[config.mk]
export PLATFORM = sky130hd
export DESIGN_NAME = dihw_queue
export DESIGN_NICKNAME = d
export VERILOG_FILES = /design/src/hw/rtl/dihw_pkg.sv /design/src/hw/rtl/dihw_queue.sv
export SDC_FILE = /design/constraint.sdc
export NUM_CORES = 1
export LEC_CHECK = 0
export BUFFER_PORTS_ARGS = -buffer_cell sky130_fd_sc_hd__buf_2
export CAP_MARGIN = 5
export CORE_MARGIN = 3
export CORE_UTILIZATION = 54
export CTS_BUF_LIST = sky130_fd_sc_hd__clkbuf_8 sky130_fd_sc_hd__clkbuf_16
export DETAILED_ROUTE_END_ITERATION = 7
export PLACE_DENSITY = 0.75
export SLEW_MARGIN = 20
export SYNTH_ARGS = -nofsm -noshare
export SYNTH_HDL_FRONTEND = slang
export SYNTH_SLANG_ARGS = --single-unit
[constraint.sdc]
create_clock -name clk_i -period 4.8 [get_ports clk_i]
set_input_delay 0.48 -clock clk_i [delete_from_list [all_inputs] [get_ports clk_i]]
set_output_delay 0.48 -clock clk_i [all_outputs]
set_load 0.03 [all_outputs]
[src/hw/rtl/dihw_pkg.sv]
// shared types and constants of the horizontal depth-image warp
`timescale 1ns / 1ps
`default_nettype none
package dihw_pkg;

  // line store geometry
  localparam int unsigned MaxWidth    = 1024;
  localparam int unsigned LumaAw      = 10;
  localparam int unsigned ChromaAw    = 9;
  localparam int unsigned ColW        = 10;
  localparam int unsigned SampleW     = 8;
  localparam int unsigned LimitW      = 11;
  localparam int unsigned TargetW     = 13;
  localparam int unsigned DispMagW    = 11;
  localparam int unsigned CfgW        = 32;
  localparam int unsigned CfgIdxW     = 2;

  // command queue between front and back
  localparam int unsigned QueueDepth  = 8;
  localparam int unsigned QueuePtrW   = 3;
  localparam int unsigned QueueCntW   = 4;
  localparam int unsigned InflightW   = 3;

  localparam logic [DispMagW-1:0] DispLimit    = 11'd2047;
  localparam logic [LimitW-1:0]   FwReset      = 11'd1024;
  localparam logic [LimitW-1:0]   MaxWidthLim  = 11'd1024;
  localparam logic [SampleW-1:0]  LumaBlank    = 8'h00;
  localparam logic [SampleW-1:0]  ChromaBlank  = 8'h80;

  // register indexes
  localparam logic [CfgIdxW-1:0] CfgFrameWidth = 2'd0;
  localparam logic [CfgIdxW-1:0] CfgDispGain   = 2'd1;
  localparam logic [CfgIdxW-1:0] CfgDispOffset = 2'd2;

  typedef enum logic [1:0] {
    OpWarp     = 2'd0,
    OpReadLuma = 2'd1,
    OpReadCb   = 2'd2,
    OpReadCr   = 2'd3
  } dihw_op_e;

  // classified command handed from front to back
  typedef struct packed {
    dihw_op_e                   op;
    logic [ColW-1:0]            addr;    // target for warps, column for reads
    logic                       ok;      // warp landed, or read address in range
    logic signed [TargetW-1:0]  target;  // zero for reads
    logic [SampleW-1:0]         luma;
    logic [SampleW-1:0]         cb;
    logic [SampleW-1:0]         cr;
  } dihw_cmd_t;

endpackage
`default_nettype wire

[src/hw/rtl/dihw_queue.sv]
// command queue between front and back
`timescale 1ns / 1ps
`default_nettype none
module dihw_queue (
  input  wire logic                            clk_i,
  input  wire logic                            rst_ni,
  input  wire logic                            push_i,
  input  wire dihw_pkg::dihw_cmd_t             cmd_i,
  input  wire logic                            pop_i,
  output logic                                 valid_o,
  output dihw_pkg::dihw_cmd_t                  head_o,
  output logic [dihw_pkg::QueueCntW-1:0]       count_o
);
  import dihw_pkg::*;

  dihw_cmd_t             slot_q [QueueDepth];
  logic [QueuePtrW-1:0]  wptr_q, rptr_q;
  logic [QueueCntW-1:0]  cnt_q;

  always_ff @(posedge clk_i or negedge rst_ni) begin
    if (!rst_ni) begin
      wptr_q <= '0;
      rptr_q <= '0;
      cnt_q  <= '0;
    end else begin
      if (push_i) begin
        wptr_q <= wptr_q + QueuePtrW'(1);
      end
      if (pop_i) begin
        rptr_q <= rptr_q + QueuePtrW'(1);
      end
      case ({push_i, pop_i})
        2'b10:   cnt_q <= cnt_q + QueueCntW'(1);
        2'b01:   cnt_q <= cnt_q - QueueCntW'(1);
        default: cnt_q <= cnt_q;
      endcase
    end
  end

  always_ff @(posedge clk_i) begin
    if (push_i) begin
      slot_q[wptr_q] <= cmd_i;
    end
  end

  assign valid_o = (cnt_q != '0);
  assign head_o  = slot_q[rptr_q];
  assign count_o = cnt_q;

endmodule
`default_nettype wire

## After elaboration in Yosys (flattened, before gate mapping)

Memory sizes are Yosys's and may differ from the RTL's.
Cells that the tools add are included.

- Equality and inequality tests: 2
- Magnitude comparators: 0
- $mul: 0
- Reduce and logical (&&, ||, !) cells: 2
- Divide/modulo/power cells: 0
- Shift-type cells: 0
- Bitwise logic cells: 0
- Add/subtract/negate cells: 4
- Multiplexer cells: 3

Operator list:

| operator | count |
|---|---|
| one-hot mux 4 bit (2 select lines) | 1 |
| adder 3 x 1 -> 3 bit (second input constant) | 2 |
| adder 4 x 1 -> 4 bit (second input constant) | 1 |
| nonzero test 4 bit | 1 |
| subtractor 4 x 1 -> 4 bit (second input constant) | 1 |
| equality test 2 x 1 -> 1 bit (second input constant) | 1 |
| equality test 2 bit (second input constant) | 1 |
| 2-to-1 mux 1 bit | 2 |
| nonzero test 2 bit | 1 |

- Latch bits: 0
- Input bits: 54
- Bits in registers: 10
- Memory bits (writable): 400
- ROM bits: 0
- Output and inout bits: 55
- Memories: 1
- Logic and storage cells: 15

Memories:

| memory | depth | bits a word | read ports | clocked after memory_dff | wr ports | line | RTL |
|---|---|---|---|---|---|---|---|
| slot_q | 8 | 50 | 1 | 0 | 1 | dihw_queue.sv:16 | `dihw_cmd_t slot_q [QueueDepth];` |

## Longest topological paths before layout

- Depth after elaboration: 2
- Gate-level depth with buffers: 8
- Depth with buffers taken out: 8

## Worst setup path before layout

Ideal clock, no wire load.

- Path kind: register -> register
- Start: reg wptr_q[0]
- End: mem slot_q[0][0] in the netlist's numbering (enable)
- Stages on the path, launching flop included: 3
- Data arrival time: 4001 ps
- Setup time: 519 ps
- Data required time: 4281 ps
- Path slack: 280 ps
- Path buffers: 0
- Period minus slack after synthesis: 4520 ps
- Path through: dfrtp_1 > nand2b_1 > nor3_1

RTL lines:

| what | line | RTL |
|---|---|---|
| start, declared | dihw_queue.sv:17 | `logic [QueuePtrW-1:0] wptr_q, rptr_q;` |
| start signal, assigned | dihw_queue.sv:27 | `wptr_q <= wptr_q + QueuePtrW'(1);` |
| end, declared | dihw_queue.sv:16 |  |

No word-level cell before the write port.

==> metrics.yaml <==
final_layout:
  fill_cells: 1885
  final_cell_mix: "400 x edfxtp_1, 108 x buf_2, 68 x mux4_1, 53 x mux2_2, 43 x clkbuf_16"
  fin_util: 0.630
  regArea_sq_um: 12300
  drive_above_1_share: 0.344
  multi_input_area_sq_um: 3430
  mostFrequentLayoutCell: "edfxtp_1"
  layout.nets: 826
  area_growth_pct: 14.5
  design_area_sq_um: 18100
cts:
  cts_sinks: 410
  cts-root-buf: "clkbuf_16"
  clkLatencyLatePin_ns: 0.53
  clk_pin_slew_worst_paths_ns: 0.06
  htreeDepth: 2
  cts_tree: "yes"
  cts_buffers: 41
  cts.path.max_buffers: 3
floorplan:
  die_area_sq_um: 31400
  fp.dieH_um: 177
  coreArea_sq_um: 28800
  row_count: 62
  initial_core_util: 0.551
  num_io_pins: 109
  die_w_um: 177
sta:
  slew_headroom: 0.303
  finalCritPeriodShare: 0.742
  max_freq_mhz: 281
  min_period_ns: 3.56
  hold_ws_ns: 0.221
  tightest_slew_ns: 1.05
  finalSetupViolations: 0
  setup_tns_ns: 0
  hold_violations: 0
  rsz0062_at_grt: "false"
  clock_skew_ns: 0.0108
  drv_slew: 0
synthesis:
  syn-num-nets: 690
  async_flop_share: 0.0244
  synth-seq-cells: 410
  syn_area_sq_um: 15900
  syn_area_per_cell_sq_um: 25.1
  synth_warnings: 0
  yosys-top-cells-area: "edfxtp_1 76%, mux4_1 11%, mux4_2 4.5%"
  synth_cell_types: 24
  synth-seq-area-share: 0.774
  synth.top_cell.area_share: 0.758
  syn_inst: 631
  synth_top_area_cell: "edfxtp_1"
  ys_dominant_reg_cell: "edfxtp_1"
  synth_edf_count: 400
placement:
  hpwl_mm: 16.3
  place_congestion: 0.726
  io_buffers: 108
  place_area_sq_um: 16900
global_route:
  grt_pass1_vias: 7260
  grt_max_degree: 73
  grt_pass1_wl_mm: 43.3
  antenna_found_initial: 7
  overflow: 0
  gr-usage-all-layers: 0.187
power:
  ir_worst_vdd_mv: 0.520
  power.leakage_nw: 6.16
  p_per_area_nw_per_um2: 628
routing:
  postRouteAntennaNets: 0
  dr.pass1.iters: 5
  via_count: 6993
  drt-vias-per-instance: 5.92
  drc: 0
  wl_mm: 29.3
  drtIter0Drc: 586
  post_drt_wl_per_cell_um: 24.7
critical_path:
  cp.arrival_ns: 3.08
  crit_type: "flip-flop to output pin"
  critPathRequiredTime_ns: 4.32
  end_kind: "output pin"
  start_kind: "flip-flop"
  worstPathMaxFanout: 53
outcome:
  status: "finished clean"
job:
  cap_violations: 0
worst_hold_path:
  min-delay-path-class: "input pin to flip-flop"
==> repair_timing <==
item / 4_1_cts / 5_1_grt
resized for setup: 0 / 0
hold buffers: 1 / 0
setup buffers: 0 / 0
hold endpoints to repair: 10 / 0
==> Yosys cell counts (3+ instances only) <==
cell      count
nor2_1        7
mux4_1       68
dfrtp_1      10
nand2_1       4
clkbuf_1      8
nand2b_1      3
buf_8         8
edfxtp_1    400
ha_1          5
buf_1         8
mux4_2       32
xor2_1        6
mux2_2       53
nor2b_1       3
xnor2_1       3
==> final timing paths <==
check / depth (start not counted) / slack (ns) / startpoint / end
max: 4 / 1.24 / rptr_q[0] / head_o[27]
max reg2reg: 3 / 2.37 / wptr_q[0] / slot_q[6][30]
min in group asynchronous: 2 / 0.35 / rst_ni / wptr_q[2]
min reg2reg: 1 / 0.50 / count_o[3] / count_o[3]
max in group asynchronous: 2 / 4.24 / rst_ni / rptr_q[0]
min: 1 / 0.22 / cmd_i[49] / slot_q[1][49]
==> cell type report <==
class                           count  share of cell area
Clock buffer                       44              0.0601
Sequential cell                   410               0.676
Tap cell                          384              0.0265
Inverter                            1            0.000207
Timing Repair Buffer              121              0.0374
Clock inverter                     28              0.0103
Antenna cell                        2            0.000276
Multi-Input combinational cell    192               0.189
==> registers in the layout, indices dropped and copies added (netlist names) <==
signal,flops
count_o,4
slot_q,400
rptr_q,3
wptr_q,3
==> worst max-delay path, stage by stage (launching register included) <==
cell and delay (ns):
dfrtp_4 1.04, buf_4 0.43, mux4_1 0.61, mux2_2 0.27, buf_2 0.18
==> cell families after synthesis <==
logic type | share of synthesized area
adder cells (fa/ha/maj) | 0.00395
multiplexers | 0.196
AO/OA/AOI/OAI | 0.00158
AND/OR/NAND/NOR | 0.00647
buffers and inverters | 0.0137
flip-flops | 0.774
XOR/XNOR | 0.00497
==> metal layers <==
metal | wire length, um | track usage | vias to the layer above
li1 | - | - | 3023
met1 | 11500 | 0.241 | 3693
met2 | 15200 | 0.317 | 201
met3 | 1740 | 0.0445 | 66
met4 | 697 | 0.0632 | 10
met5 | 69 | 0 | -
==> stage by stage <==
| stage | total power, W | std cells | setup WS [ns] |
|---|---|---|---|
| 2_1_floorplan | 0.00756 | 631 | 0.280 |
| 3_3_place_gp | 0.00843 | 1107 | 1.79 |
| 3_5_place_dp | 0.00855 | 1107 | 1.73 |
| 4_1_cts | 0.0115 | 1180 | 1.17 |
| 5_1_grt | 0.0119 | 1182 | 1.06 |
| 6_report | 0.0114 | 1182 | 1.24 |
==> power breakdown <==
| group | internal [W] | switching (W) | leakage, nW | total [W] |
|---|---|---|---|---|
| clock | 0.00174 | 0.00124 | 0.665 | 0.00298 |
| sequential | 0.00450 | 0.000453 | 3.75 | 0.00496 |
| combinational | 0.00151 | 0.00195 | 1.75 | 0.00346 |
(Power assumes the default switching activity.)
