[src/hw/rtl/dihw_pkg.sv]
// shared types and constants of the horizontal depth-image warp
`timescale 1ns / 1ps
`default_nettype none
package dihw_pkg;

  // line store geometry
  localparam int unsigned MaxWidth    = 1024;
  localparam int unsigned LumaAw      = 10;
  localparam int unsigned ChromaAw    = 9;
  localparam int unsigned ColW        = 10;
  localparam int unsigned SampleW     = 8;
  localparam int unsigned LimitW      = 11;
  localparam int unsigned TargetW     = 13;
  localparam int unsigned DispMagW    = 11;
  localparam int unsigned CfgW        = 32;
  localparam int unsigned CfgIdxW     = 2;

  // command queue between front and back
  localparam int unsigned QueueDepth  = 8;
  localparam int unsigned QueuePtrW   = 3;
  localparam int unsigned QueueCntW   = 4;
  localparam int unsigned InflightW   = 3;

  localparam logic [DispMagW-1:0] DispLimit    = 11'd2047;
  localparam logic [LimitW-1:0]   FwReset      = 11'd1024;
  localparam logic [LimitW-1:0]   MaxWidthLim  = 11'd1024;
  localparam logic [SampleW-1:0]  LumaBlank    = 8'h00;
  localparam logic [SampleW-1:0]  ChromaBlank  = 8'h80;

  // register indexes
  localparam logic [CfgIdxW-1:0] CfgFrameWidth = 2'd0;
  localparam logic [CfgIdxW-1:0] CfgDispGain   = 2'd1;
  localparam logic [CfgIdxW-1:0] CfgDispOffset = 2'd2;

  typedef enum logic [1:0] {
    OpWarp     = 2'd0,
    OpReadLuma = 2'd1,
    OpReadCb   = 2'd2,
    OpReadCr   = 2'd3
  } dihw_op_e;

  // classified command handed from front to back
  typedef struct packed {
    dihw_op_e                   op;
    logic [ColW-1:0]            addr;    // target for warps, column for reads
    logic                       ok;      // warp landed, or read address in range
    logic signed [TargetW-1:0]  target;  // zero for reads
    logic [SampleW-1:0]         luma;
    logic [SampleW-1:0]         cb;
    logic [SampleW-1:0]         cr;
  } dihw_cmd_t;

endpackage
`default_nettype wire

[src/hw/rtl/dihw_front.sv]
// front: disparity pipeline, bound test and command classification
`timescale 1ns / 1ps
`default_nettype none
module dihw_front (
  input  wire logic                              clk_i,
  input  wire logic                              rst_ni,
  input  wire logic signed [dihw_pkg::CfgW-1:0]  gain_i,
  input  wire logic signed [dihw_pkg::CfgW-1:0]  offset_i,
  input  wire logic [dihw_pkg::LimitW-1:0]       limit_i,
  input  wire logic                              in_valid_i,
  input  wire dihw_pkg::dihw_op_e                in_op_i,
  input  wire logic [dihw_pkg::ColW-1:0]         in_column_i,
  input  wire logic [7:0]                        in_depth_i,
  input  wire logic [dihw_pkg::SampleW-1:0]      in_luma_i,
  input  wire logic [dihw_pkg::SampleW-1:0]      in_cb_i,
  input  wire logic [dihw_pkg::SampleW-1:0]      in_cr_i,
  output logic                                   push_o,
  output dihw_pkg::dihw_cmd_t                    cmd_o,
  output logic [dihw_pkg::InflightW-1:0]         inflight_o
);
  import dihw_pkg::*;

  typedef struct packed {
    dihw_op_e             op;
    logic [ColW-1:0]      column;
    logic [SampleW-1:0]   luma;
    logic [SampleW-1:0]   cb;
    logic [SampleW-1:0]   cr;
  } item_t;

  logic [4:0] v_q;

  item_t              it1_q, it2_q, it3_q, it4_q;
  logic signed [40:0] prod_q;
  logic signed [41:0] acc_q;
  logic [41:0]        mag_q;
  logic               neg3_q, neg4_q;
  logic [DispMagW-1:0] dmag_q;
  dihw_cmd_t          cmd_q;

  logic signed [41:0]  acc_d;
  logic [41:0]         mag_d;
  logic [42:0]         rnd_sum;
  logic [26:0]         rnd;
  logic [DispMagW-1:0] dmag_d;
  logic [TargetW-1:0]  col_ext;
  logic [TargetW-1:0]  dm_ext;
  logic signed [TargetW-1:0] target;
  logic                in_frame;
  dihw_cmd_t           cmd_d;

  // valid bits of the five stages
  always_ff @(posedge clk_i or negedge rst_ni) begin
    if (!rst_ni) begin
      v_q <= '0;
    end else begin
      v_q <= {v_q[3:0], in_valid_i};
    end
  end

  // stage 2: add offset
  assign acc_d = 42'(prod_q) + 42'(offset_i);

  // stage 3: magnitude
  assign mag_d = acc_q[41] ? 42'(-acc_q) : 42'(acc_q);

  // stage 4: round half away from zero, saturate
  assign rnd_sum = {1'b0, mag_q} + 43'h8000;
  assign rnd     = rnd_sum[42:16];
  assign dmag_d  = (rnd > 27'(DispLimit)) ? DispLimit : rnd[DispMagW-1:0];

  // stage 5: target column and bound test
  assign col_ext  = {{(TargetW-ColW){1'b0}}, it4_q.column};
  assign dm_ext   = {{(TargetW-DispMagW){1'b0}}, dmag_q};
  assign target   = neg4_q ? $signed(col_ext - dm_ext) : $signed(col_ext + dm_ext);
  assign in_frame = !target[TargetW-1] && (target[TargetW-2:0] < {1'b0, limit_i});

  always_comb begin
    cmd_d      = '0;
    cmd_d.op   = it4_q.op;
    cmd_d.luma = it4_q.luma;
    cmd_d.cb   = it4_q.cb;
    cmd_d.cr   = it4_q.cr;
    case (it4_q.op)
      OpWarp: begin
        cmd_d.addr   = target[ColW-1:0];
        cmd_d.ok     = in_frame;
        cmd_d.target = target;
      end
      OpReadLuma: begin
        cmd_d.addr = it4_q.column;
        cmd_d.ok   = 1'b1;
      end
      default: begin
        // chroma stores hold half a line
        cmd_d.addr = it4_q.column;
        cmd_d.ok   = !it4_q.column[ColW-1];
      end
    endcase
  end

  always_ff @(posedge clk_i) begin
    it1_q  <= '{op: in_op_i, column: in_column_i, luma: in_luma_i, cb: in_cb_i, cr: in_cr_i};
    prod_q <= 41'(gain_i) * 41'($signed({1'b0, in_depth_i}));
    it2_q  <= it1_q;
    acc_q  <= acc_d;
    it3_q  <= it2_q;
    mag_q  <= mag_d;
    neg3_q <= acc_q[41];
    it4_q  <= it3_q;
    dmag_q <= dmag_d;
    neg4_q <= neg3_q;
    cmd_q  <= cmd_d;
  end

  assign push_o     = v_q[4];
  assign cmd_o      = cmd_q;
  assign inflight_o = InflightW'({2'b0, v_q[0]} + {2'b0, v_q[1]} + {2'b0, v_q[2]}
                                 + {2'b0, v_q[3]} + {2'b0, v_q[4]});

endmodule
`default_nettype wire

[config.mk]
export PLATFORM = sky130hd
export DESIGN_NAME = dihw_front
export DESIGN_NICKNAME = d
export VERILOG_FILES = /design/src/hw/rtl/dihw_pkg.sv /design/src/hw/rtl/dihw_front.sv
export SDC_FILE = /design/constraint.sdc
export NUM_CORES = 1
export LEC_CHECK = 0
export ABC_AREA = 1
export BUFFER_PORTS_ARGS = -buffer_cell sky130_fd_sc_hd__buf_2
export CORE_MARGIN = 2
export CORE_UTILIZATION = 56
export DETAILED_ROUTE_END_ITERATION = 6
export PLACE_DENSITY_LB_ADDON = 0.05
export SLEW_MARGIN = 5
export SYNTH_ARGS = -nofsm -noshare
export SYNTH_HDL_FRONTEND = slang
export SYNTH_SLANG_ARGS = --single-unit
[constraint.sdc]
create_clock -name clk_i -period 6.7 [get_ports clk_i]
set_clock_uncertainty 0.15 [all_clocks]
set_input_delay 0.67 -clock clk_i [delete_from_list [all_inputs] [get_ports clk_i]]
set_output_delay 0.67 -clock clk_i [all_outputs]
set_load 0.005 [all_outputs]
* After elaboration in Yosys (flattened, before gate mapping)
Cells that the tools add are included.
** Storage, ports and cells
- Word-level logic and storage cells :: 55
- Bits in latches :: 0
- Bits in writable memories :: 0
- Register bits after elaboration :: 337
- Output and inout bits :: 54
- Memory bits (read-only) :: 0
- Memories kept :: 0
- Input bits :: 122
** Cells by class
- Reductions and logical operators :: 4
- $lt $le $gt $ge :: 2
- $add $sub $neg :: 9
- Div/mod/pow operators :: 0
- Shifts and indexed selects :: 0
- Mux-type cells :: 3
- Multiply operators :: 1
- Bitwise gates (word level) :: 0
- Equal/unequal tests :: 1
** Operators by type and width (count)
- adder 42 x 16 -> 43 bit (second input constant) :: 1
- adder 41 x 32 -> 42 bit :: 1
- negator 42 bit :: 1
- multiplier 32 x 9 -> 41 bit :: 1
- two-way mux 41 bit :: 1
- greater-than comparator 27 x 11 -> 1 bit (second input constant) :: 1
- case mux 11 bit (2 select lines) :: 1
- two-way mux 13 bit :: 1
- adder 10 x 11 -> 12 bit :: 1
- < comparator 12 x 11 -> 1 bit :: 1
- subtractor 10 x 11 -> 12 bit :: 1
- adder 3 x 1 -> 3 bit :: 2
- adder 2 x 1 -> 3 bit :: 1
- adder 1 x 1 -> 2 bit :: 1
- equality test 2 x 1 -> 1 bit (second input constant) :: 1
- logical NOT 1 bit :: 2
- logical NOT 2 bit :: 1
- logical AND 1 bit :: 1

* Longest topological paths before layout
Gate-level depths: netlist of run 1.
- Word-level depth :: 5
- Depth in mapped cells :: 25

* Worst setup path after synthesis of run 1
No wires, ideal clock.
- Kind :: in2reg
- From :: input gain_i[31] (netlist bit)
- To :: register prod_q[40]
- Buffers on the path :: 1
- Cell stages on the path :: 17
- Data required time :: 6.436 ns
- Data arrival time :: 4.533 ns
- Path slack :: 1.903 ns
- Setup time :: 0.114 ns
- Cells stage by stage :: clkbuf_1 -> nand2_1 -> inv_1 -> fa_1 -> fa_1 -> inv_1 -> fa_1 -> inv_1 -> fa_1 -> ha_1 -> inv_1 -> nor3_1 -> nand2_1 -> nor3_1 -> nand3_1 -> nand4_1 -> nand2_1
** On the way
- Longest elaborated chain between the ends :: 1
** RTL lines
- start, declared :: line dihw_front.sv:7 : input wire logic signed [dihw_pkg::CfgW-1:0] gain_i,
- multiplier 32 x 9 -> 41 bit :: line dihw_front.sv:104 : prod_q <= 41'(gain_i) * 41'($signed({1'b0, in_depth_i}));
- end signal, assigned :: line dihw_front.sv:104
- end, declared :: line dihw_front.sv:34 : logic signed [40:0] prod_q;
Every way passes these cells.
A chain may end at the register's enable or synchronous reset.

* Final worst setup path of run 1
- From :: input in_depth_i[0]
- To :: register prod_q[39]
** On the way
- Longest elaborated chain between the ends :: 1
** RTL lines
- start, declared :: line dihw_front.sv:13 : input wire logic [7:0] in_depth_i,
- multiplier 32 x 9 -> 41 bit :: line dihw_front.sv:104
Every way passes these cells.

==> impl_metrics.json, run 1 <==
{
  "status": "completed",
  "setup_viol": 0,
  "fin_area_um2": 24840,
  "crit_type": "in -> reg",
  "synth_edf_count": 0,
  "p_comb_share_pct": 57.2,
  "yosys.cell_count.top_type": "nand2_1",
  "hold_viol_final": 0,
  "clock_path_buffers": 3,
  "antenna_found_initial": 0,
  "ys_dominant_reg_cell": "dfxtp_1",
  "yosysUniqueCellTypes": 44,
  "ios": 176,
  "yosysTopAreaCell": "dfxtp_1",
  "drc_errors": 0,
  "cts.sinks": 322,
  "fp.dieW_um": 204.0,
  "num_antenna_cells": 0,
  "grt_pass1_vias": 18909,
  "cts-resized-gates": 0,
  "grt_pass1_wl_um": 91870,
  "synthTopCellsByArea": "dfxtp_1 28%, fa_1 18%, nand2_1 13%",
  "finalCritPeriodShare_pct": 78.48,
  "clock_latency_ps": 540,
  "cts_tree": "done",
  "worstPathArrival_ps": 5550,
  "synth_top_area_share_pct": 28.34,
  "gp_congestion": 0.9428,
  "syn-cell-area_um2": 22390,
  "fin_crit_ps": 5258,
  "syn_area_per_cell_um2": 7.604,
  "avgViaCountPerCell": 5.060,
  "pwr-share-clk_pct": 17.9,
  "port_buffers": 175,
  "first_pass_iters": 7,
  "ant_nets": 0,
  "p_per_area_nw_per_um2": 440.3,
  "area_delta_synth_final_pct": 10.93,
  "relSlewSlack_pct": 50.63,
  "switching_power_mw": 5.158,
  "p_seq_share_pct": 25.0,
  "initial_utilization_pct": 56.49,
  "critical_path_required_ps": 6990,
  "hold_slack_ps": 71.35,
  "worstMarginPinSlew_ps": 740.5,
  "slew_violations": 0,
  "syn_nets": 3425,
  "leakage_nw": 13.72,
  "cp_max_fo": 32,
  "internal-power_mw": 5.778,
  "cp-end-kind": "flip-flop",
  "max_freq_mhz": 190.2,
  "swShare_pct": 47.17,
  "dp_cells": 3580,
  "ir_drop_mv": 0.2362,
  "tns_ps": 0,
  "rows": 73,
  "grt_max_degree": 33,
  "via_count": 18428,
  "async_flop_share_pct": 1.553,
  "synth-seq-cells": 322,
  "fill_cells": 3647,
  "post-cts-setup-buffers": 0,
  "gr-usage-all-layers_pct": 27.51,
  "syn_inst": 2945,
  "synth.top_cells.by_count": "783 x nand2_1, 615 x inv_1, 317 x dfxtp_1",
  "fp.dieH_um": 204.0,
  "die_area_um2": 41600,
  "placed_area_um2": 23640,
  "detail_route.wirelength_um": 55200,
  "wl_per_cell_um": 15.16,
  "final_core_util_pct": 62.66,
  "nets": 3572,
  "cp-start-kind": "input pin",
  "seq_area_frac_synth_pct": 28.90,
  "cap_viol_max_count": 0,
  "drt_iter0_markers": 1036,
  "overflow": 0,
  "clockRootBuffer": "clkbuf_16",
  "cts_inserted_buffers": 34,
  "ys_warn_count": 0,
  "core_area_um2": 39640,
  "rsz0062_at_grt": "false",
  "hold_path.class": "in -> reg",
  "fin_cells": 3642,
  "htree_levels": 2,
  "dpl.hpwl_um": 45900,
  "clk_pin_slew_worst_paths_ps": 60,
  "drive_above_1_share_pct": 9.047
}
[power by group through the flow]
stage	registers (mW)	logic (mW)	clock network [mW]
floorplan	2.63	4.56	0
global placement	2.76	6.15	0
detailed placement	2.77	6.18	0
CTS	2.73	6.22	2.01
global route	2.77	7.12	2.08
finish	2.73	6.25	1.96
[metrics by stage]
step | worst slack, ps | power [mW]
floorplan | 1903 | 7.191
global placement | 1039 | 8.911
detailed placement | 934.9 | 8.952
CTS | 1525 | 10.96
global route | 1203 | 11.98
finish | 1442 | 10.94
[sequential cells by signal (all words and copies together), names as in the netlist]
| name | flops |
|---|---|
| it2_q | 36 |
| it3_q | 36 |
| it1_q | 36 |
| col_ext | 10 |
| prod_q | 41 |
| cmd_d | 26 |
| acc_q | 42 |
| dmag_q | 11 |
| mag_q | 27 |
| cmd_o | 50 |
| v_q | 5 |
| neg4_q | 1 |
| neg3_q | 1 |
[cell families (layout without fill, tap and decap cells)]
group                      count (synthesis)  after routing  synth area share [%]
and+or+nand+nor                         1226           1226                 22.62
buffers and inverters                    688            860                 11.74
adders and majority gates                358            358                 26.81
DFF                                      322            322                 28.90
AOI/OAI and AO/OA                        257            257                 6.247
xor gates and xnor gates                  94             94                 3.677
[final cells by class]
class | count | area, um2 | area share, %
Tap cell | 525 | 656.9 | 2.644
Inverter | 621 | 2331 | 9.384
Clock inverter | 16 | 215.2 | 0.8664
Multi-Input combinational cell | 1935 | 13290 | 53.51
Timing Repair Buffer | 178 | 900.9 | 3.627
Sequential cell | 322 | 6471 | 26.05
Clock buffer | 45 | 973.4 | 3.919
[per-layer routing]
metal	vias to the layer above	wire length [um]	global-route usage (%)
li1	9189	-	-
met1	8643	24290	35.54
met2	485	26940	48.26
met3	111	2578	3.348
met4	0	1384	8.359
met5	-	0	0
[cell usage in the layout (no fill, tap or decap), drive strengths merged, types with 6 or more instances in the layout]
master  instances
clkinv          8
o21ai          82
dfxtp         317
inv           623
or2             7
fa            203
nand3         121
nand2         790
o21bai         16
a21oi         132
nor3           23
clkbuf         45
o211ai          6
nor2          239
o21a            9
ha            155
xnor2          31
nand4          29
buf           177
nand3b          6
xor2           63
[worst paths after layout]
| check | slack (ps) | startpoint | endpoint | cells after the start |
|---|---|---|---|---|
| setup / recovery | 1440 | in_depth_i[0] | prod_q[39]$_DFF_P_ | 17 |
| hold / removal | 70 | in_column_i[8] | it1_q[32]$_DFF_P_ | 1 |
| setup reg to reg | 3630 | dmag_q[2]$_SDFF_PN1_ | cmd_o[37]$_DFF_P_ | 18 |
| hold reg to reg | 160 | it1_q[27]$_DFF_P_ | it2_q[27]$_DFF_P_ | 0 |
| max in group asynchronous | 5950 | rst_ni | v_q[4]$_DFF_PN0_ | 2 |
| min in group asynchronous | 320 | rst_ni | v_q[2]$_DFF_PN0_ | 2 |
[what timing repair did]
item | in CTS | in global routing
hold endpoints to repair | 5 | 0
hold buffers | 1 | 0
endpoints found under the setup margin | 0 | 0
[critical path, cell delays in order]
cell and delay [ps]:
buf_2 540, nand2_1 210, inv_1 160, fa_1 570
fa_1 630, inv_1 120, fa_1 550, inv_1 50
fa_1 450, ha_1 380, inv_1 90, nor3_1 320
nand2_1 150, nor2_1 170, nand4_1 220, nand4_1 160
nand2_1 60
Power figures use the tool's default switching activity.
==> run 2, diff against run 1 <==
==> constraint.sdc (replaced) <==
create_clock -name clk_i -period 4.9 [get_ports clk_i]
set_clock_uncertainty 0.15 [all_clocks]
set_input_delay 0.49 -clock clk_i [delete_from_list [all_inputs] [get_ports clk_i]]
set_output_delay 0.49 -clock clk_i [all_outputs]
set_load 0.005 [all_outputs]
==> run 2 against run 1 <==
Critical endpoint is now prod_q[36]$_DFF_P_. Register-to-register slack lost 1800 ps. Core utilization grew 3.4 points. Combinational power grew 54%. Critical path depth grew 3. Clock-buffer cell count shrank 1. Worst hold slack lost 48 ps. Critical path type unchanged. Flip-flop and latch count is the same. First-iteration DRC count grew 19%. Die area is the same.
==> impl_metrics.json, run 2 (same netlist as run 1, synthesis figures left out) <==
{
  "status": "completed",
  "first_pass_iters": 5,
  "cp-start-kind": "input pin",
  "tns_ps": 0,
  "clockRootBuffer": "clkbuf_16",
  "num_antenna_cells": 0,
  "htree_levels": 2,
  "setup_viol": 0,
  "slew_violations": 0,
  "rows": 73,
  "critical_path_required_ps": 5160,
  "leakage_nw": 14.45,
  "hold_path.class": "in -> reg",
  "relSlewSlack_pct": 52.78,
  "r2r-start": "dmag_q[2]$_SDFF_PN1_",
  "fin_crit_ps": 4525,
  "p_per_area_nw_per_um2": 625.6,
  "ir_drop_mv": 0.3876,
  "finalCritPeriodShare_pct": 92.34,
  "gp_congestion": 0.9793,
  "clk_pin_slew_worst_paths_ps": 60,
  "cts_tree": "done",
  "grt_max_degree": 33,
  "placed_area_um2": 24440,
  "drive_above_1_share_pct": 11.92,
  "ios": 176,
  "whs_path_depth": 2,
  "clock_latency_ps": 530,
  "fin_area_um2": 26170,
  "cp_max_fo": 27,
  "reg2regPathDepth": 18,
  "detail_route.wirelength_um": 57460,
  "fp.dieH_um": 204.0,
  "largest_reg_flops": 50,
  "r2r_end": "cmd_o[37]$_DFF_P_",
  "core_area_um2": 39640,
  "worstPathArrival_ps": 4780,
  "initial_utilization_pct": 56.49,
  "ant_nets": 0,
  "hold_viol_final": 0,
  "crit_path_end": "prod_q[36]$_DFF_P_",
  "gr-usage-all-layers_pct": 28.46,
  "final_core_util_pct": 66.02,
  "grt_pass1_vias": 19306,
  "die_area_um2": 41600,
  "crit_start": "in_depth_i[4]",
  "crit_type": "in -> reg",
  "post-cts-setup-buffers": 0,
  "grt_pass1_wl_um": 95010,
  "antenna_found_initial": 0,
  "dpl.hpwl_um": 47080,
  "rsz0062_at_grt": "false",
  "hold_slack_ps": 23.05,
  "mostFrequentLayoutCell": "nand2_1",
  "clock_path_buffers": 3,
  "via_count": 18971,
  "max_freq_mhz": 221.0,
  "drt_iter0_markers": 1230,
  "port_buffers": 175,
  "cp-end-kind": "flip-flop",
  "overflow": 0,
  "cts_inserted_buffers": 35,
  "r2r_slack_ps": 1860,
  "area_delta_synth_final_pct": 16.86,
  "layout_common_cells": "783 x nand2_1, 615 x inv_1, 317 x dfxtp_1",
  "fp.dieW_um": 204.0,
  "wl_per_cell_um": 15.20,
  "drc_errors": 0,
  "cap_viol_max_count": 0,
  "post-place-ws_ps": -161.5,
  "cts.sinks": 322,
  "avgViaCountPerCell": 5.017,
  "fin_ws_ps": 375.1,
  "nets": 3710,
  "worstMarginPinSlew_ps": 707.5
}
-- run 2: cell types whose count changed in the layout (fill, tap and decap cells not counted), sizes merged --
cell / change
buf: +99
dlygate4sd3: +37
bufinv: +4
clkinv: -1
-- run 2: metrics by stage --
| stage | cells | total power [mW] |
|---|---|---|
| floorplan | 2945 | 9.832 |
| global placement | 3680 | 13.27 |
| detailed placement | 3680 | 13.34 |
| CTS | 3781 | 16.40 |
| global route | 3781 | 17.85 |
| finish | 3781 | 16.37 |
-- run 2: power by group --
part           total [mW]  switching [mW]  internal, mW
Sequential           3.75           0.454          3.30
Combinational        9.63            5.74          3.89
Clock                2.99            1.08          1.91
Total                16.4            7.27          9.10
-- run 2: how the worst min path moves through the flow --
| stage | startpoint | end |
|---|---|---|
| 6_report | offset_i[0] | acc_q[0]$_DFF_P_ |
| 4_1_cts | offset_i[0] | acc_q[0]$_DFF_P_ |
| 5_1_grt | offset_i[0] | acc_q[0]$_DFF_P_ |
| 2_1_floorplan | rst_ni | v_q[0]$_DFF_PN0_ |
| 3_3_place_gp | rst_ni | v_q[0]$_DFF_PN0_ |
| 3_5_place_dp | rst_ni | v_q[0]$_DFF_PN0_ |
-- run 2: area by class of cell --
cell class	count	area, um2
sequential	322	6471
inverter	621	2331
tap	525	656.9
fill	3522	13470
clock buffer	44	1022
clock inverter	19	321.6
multi-input combinational	1935	13290
timing repair buffer	315	2074
-- run 2: worst max-delay path: stages --
cell and delay [ps]:
buf_2 480, buf_4 250, nand2_1 50, inv_1 70, fa_1 420, fa_1 400, fa_1 530, inv_1 60
fa_1 530, inv_1 40, ha_1 350, nand2_1 160, nor2_1 200, nand2_1 70, o211ai_1 140, nand2_1 110
nand2_1 150, nand3_1 110, nand3_1 90, nand2_1 60
-- run 2: per-layer routing --
layer | wire length [um] | GRT usage [%]
met1 | 24520 | 36.26
met2 | 28630 | 50.66
met3 | 2695 | 3.348
met4 | 1613 | 8.566
met5 | 0 | 0
-- run 2: repair_timing --
action | in CTS | in global routing
hold buffers | 38 | 0
endpoints found under the hold margin | 42 | 0
setup endpoints to repair | 0 | 1
resized for setup | 0 | 1
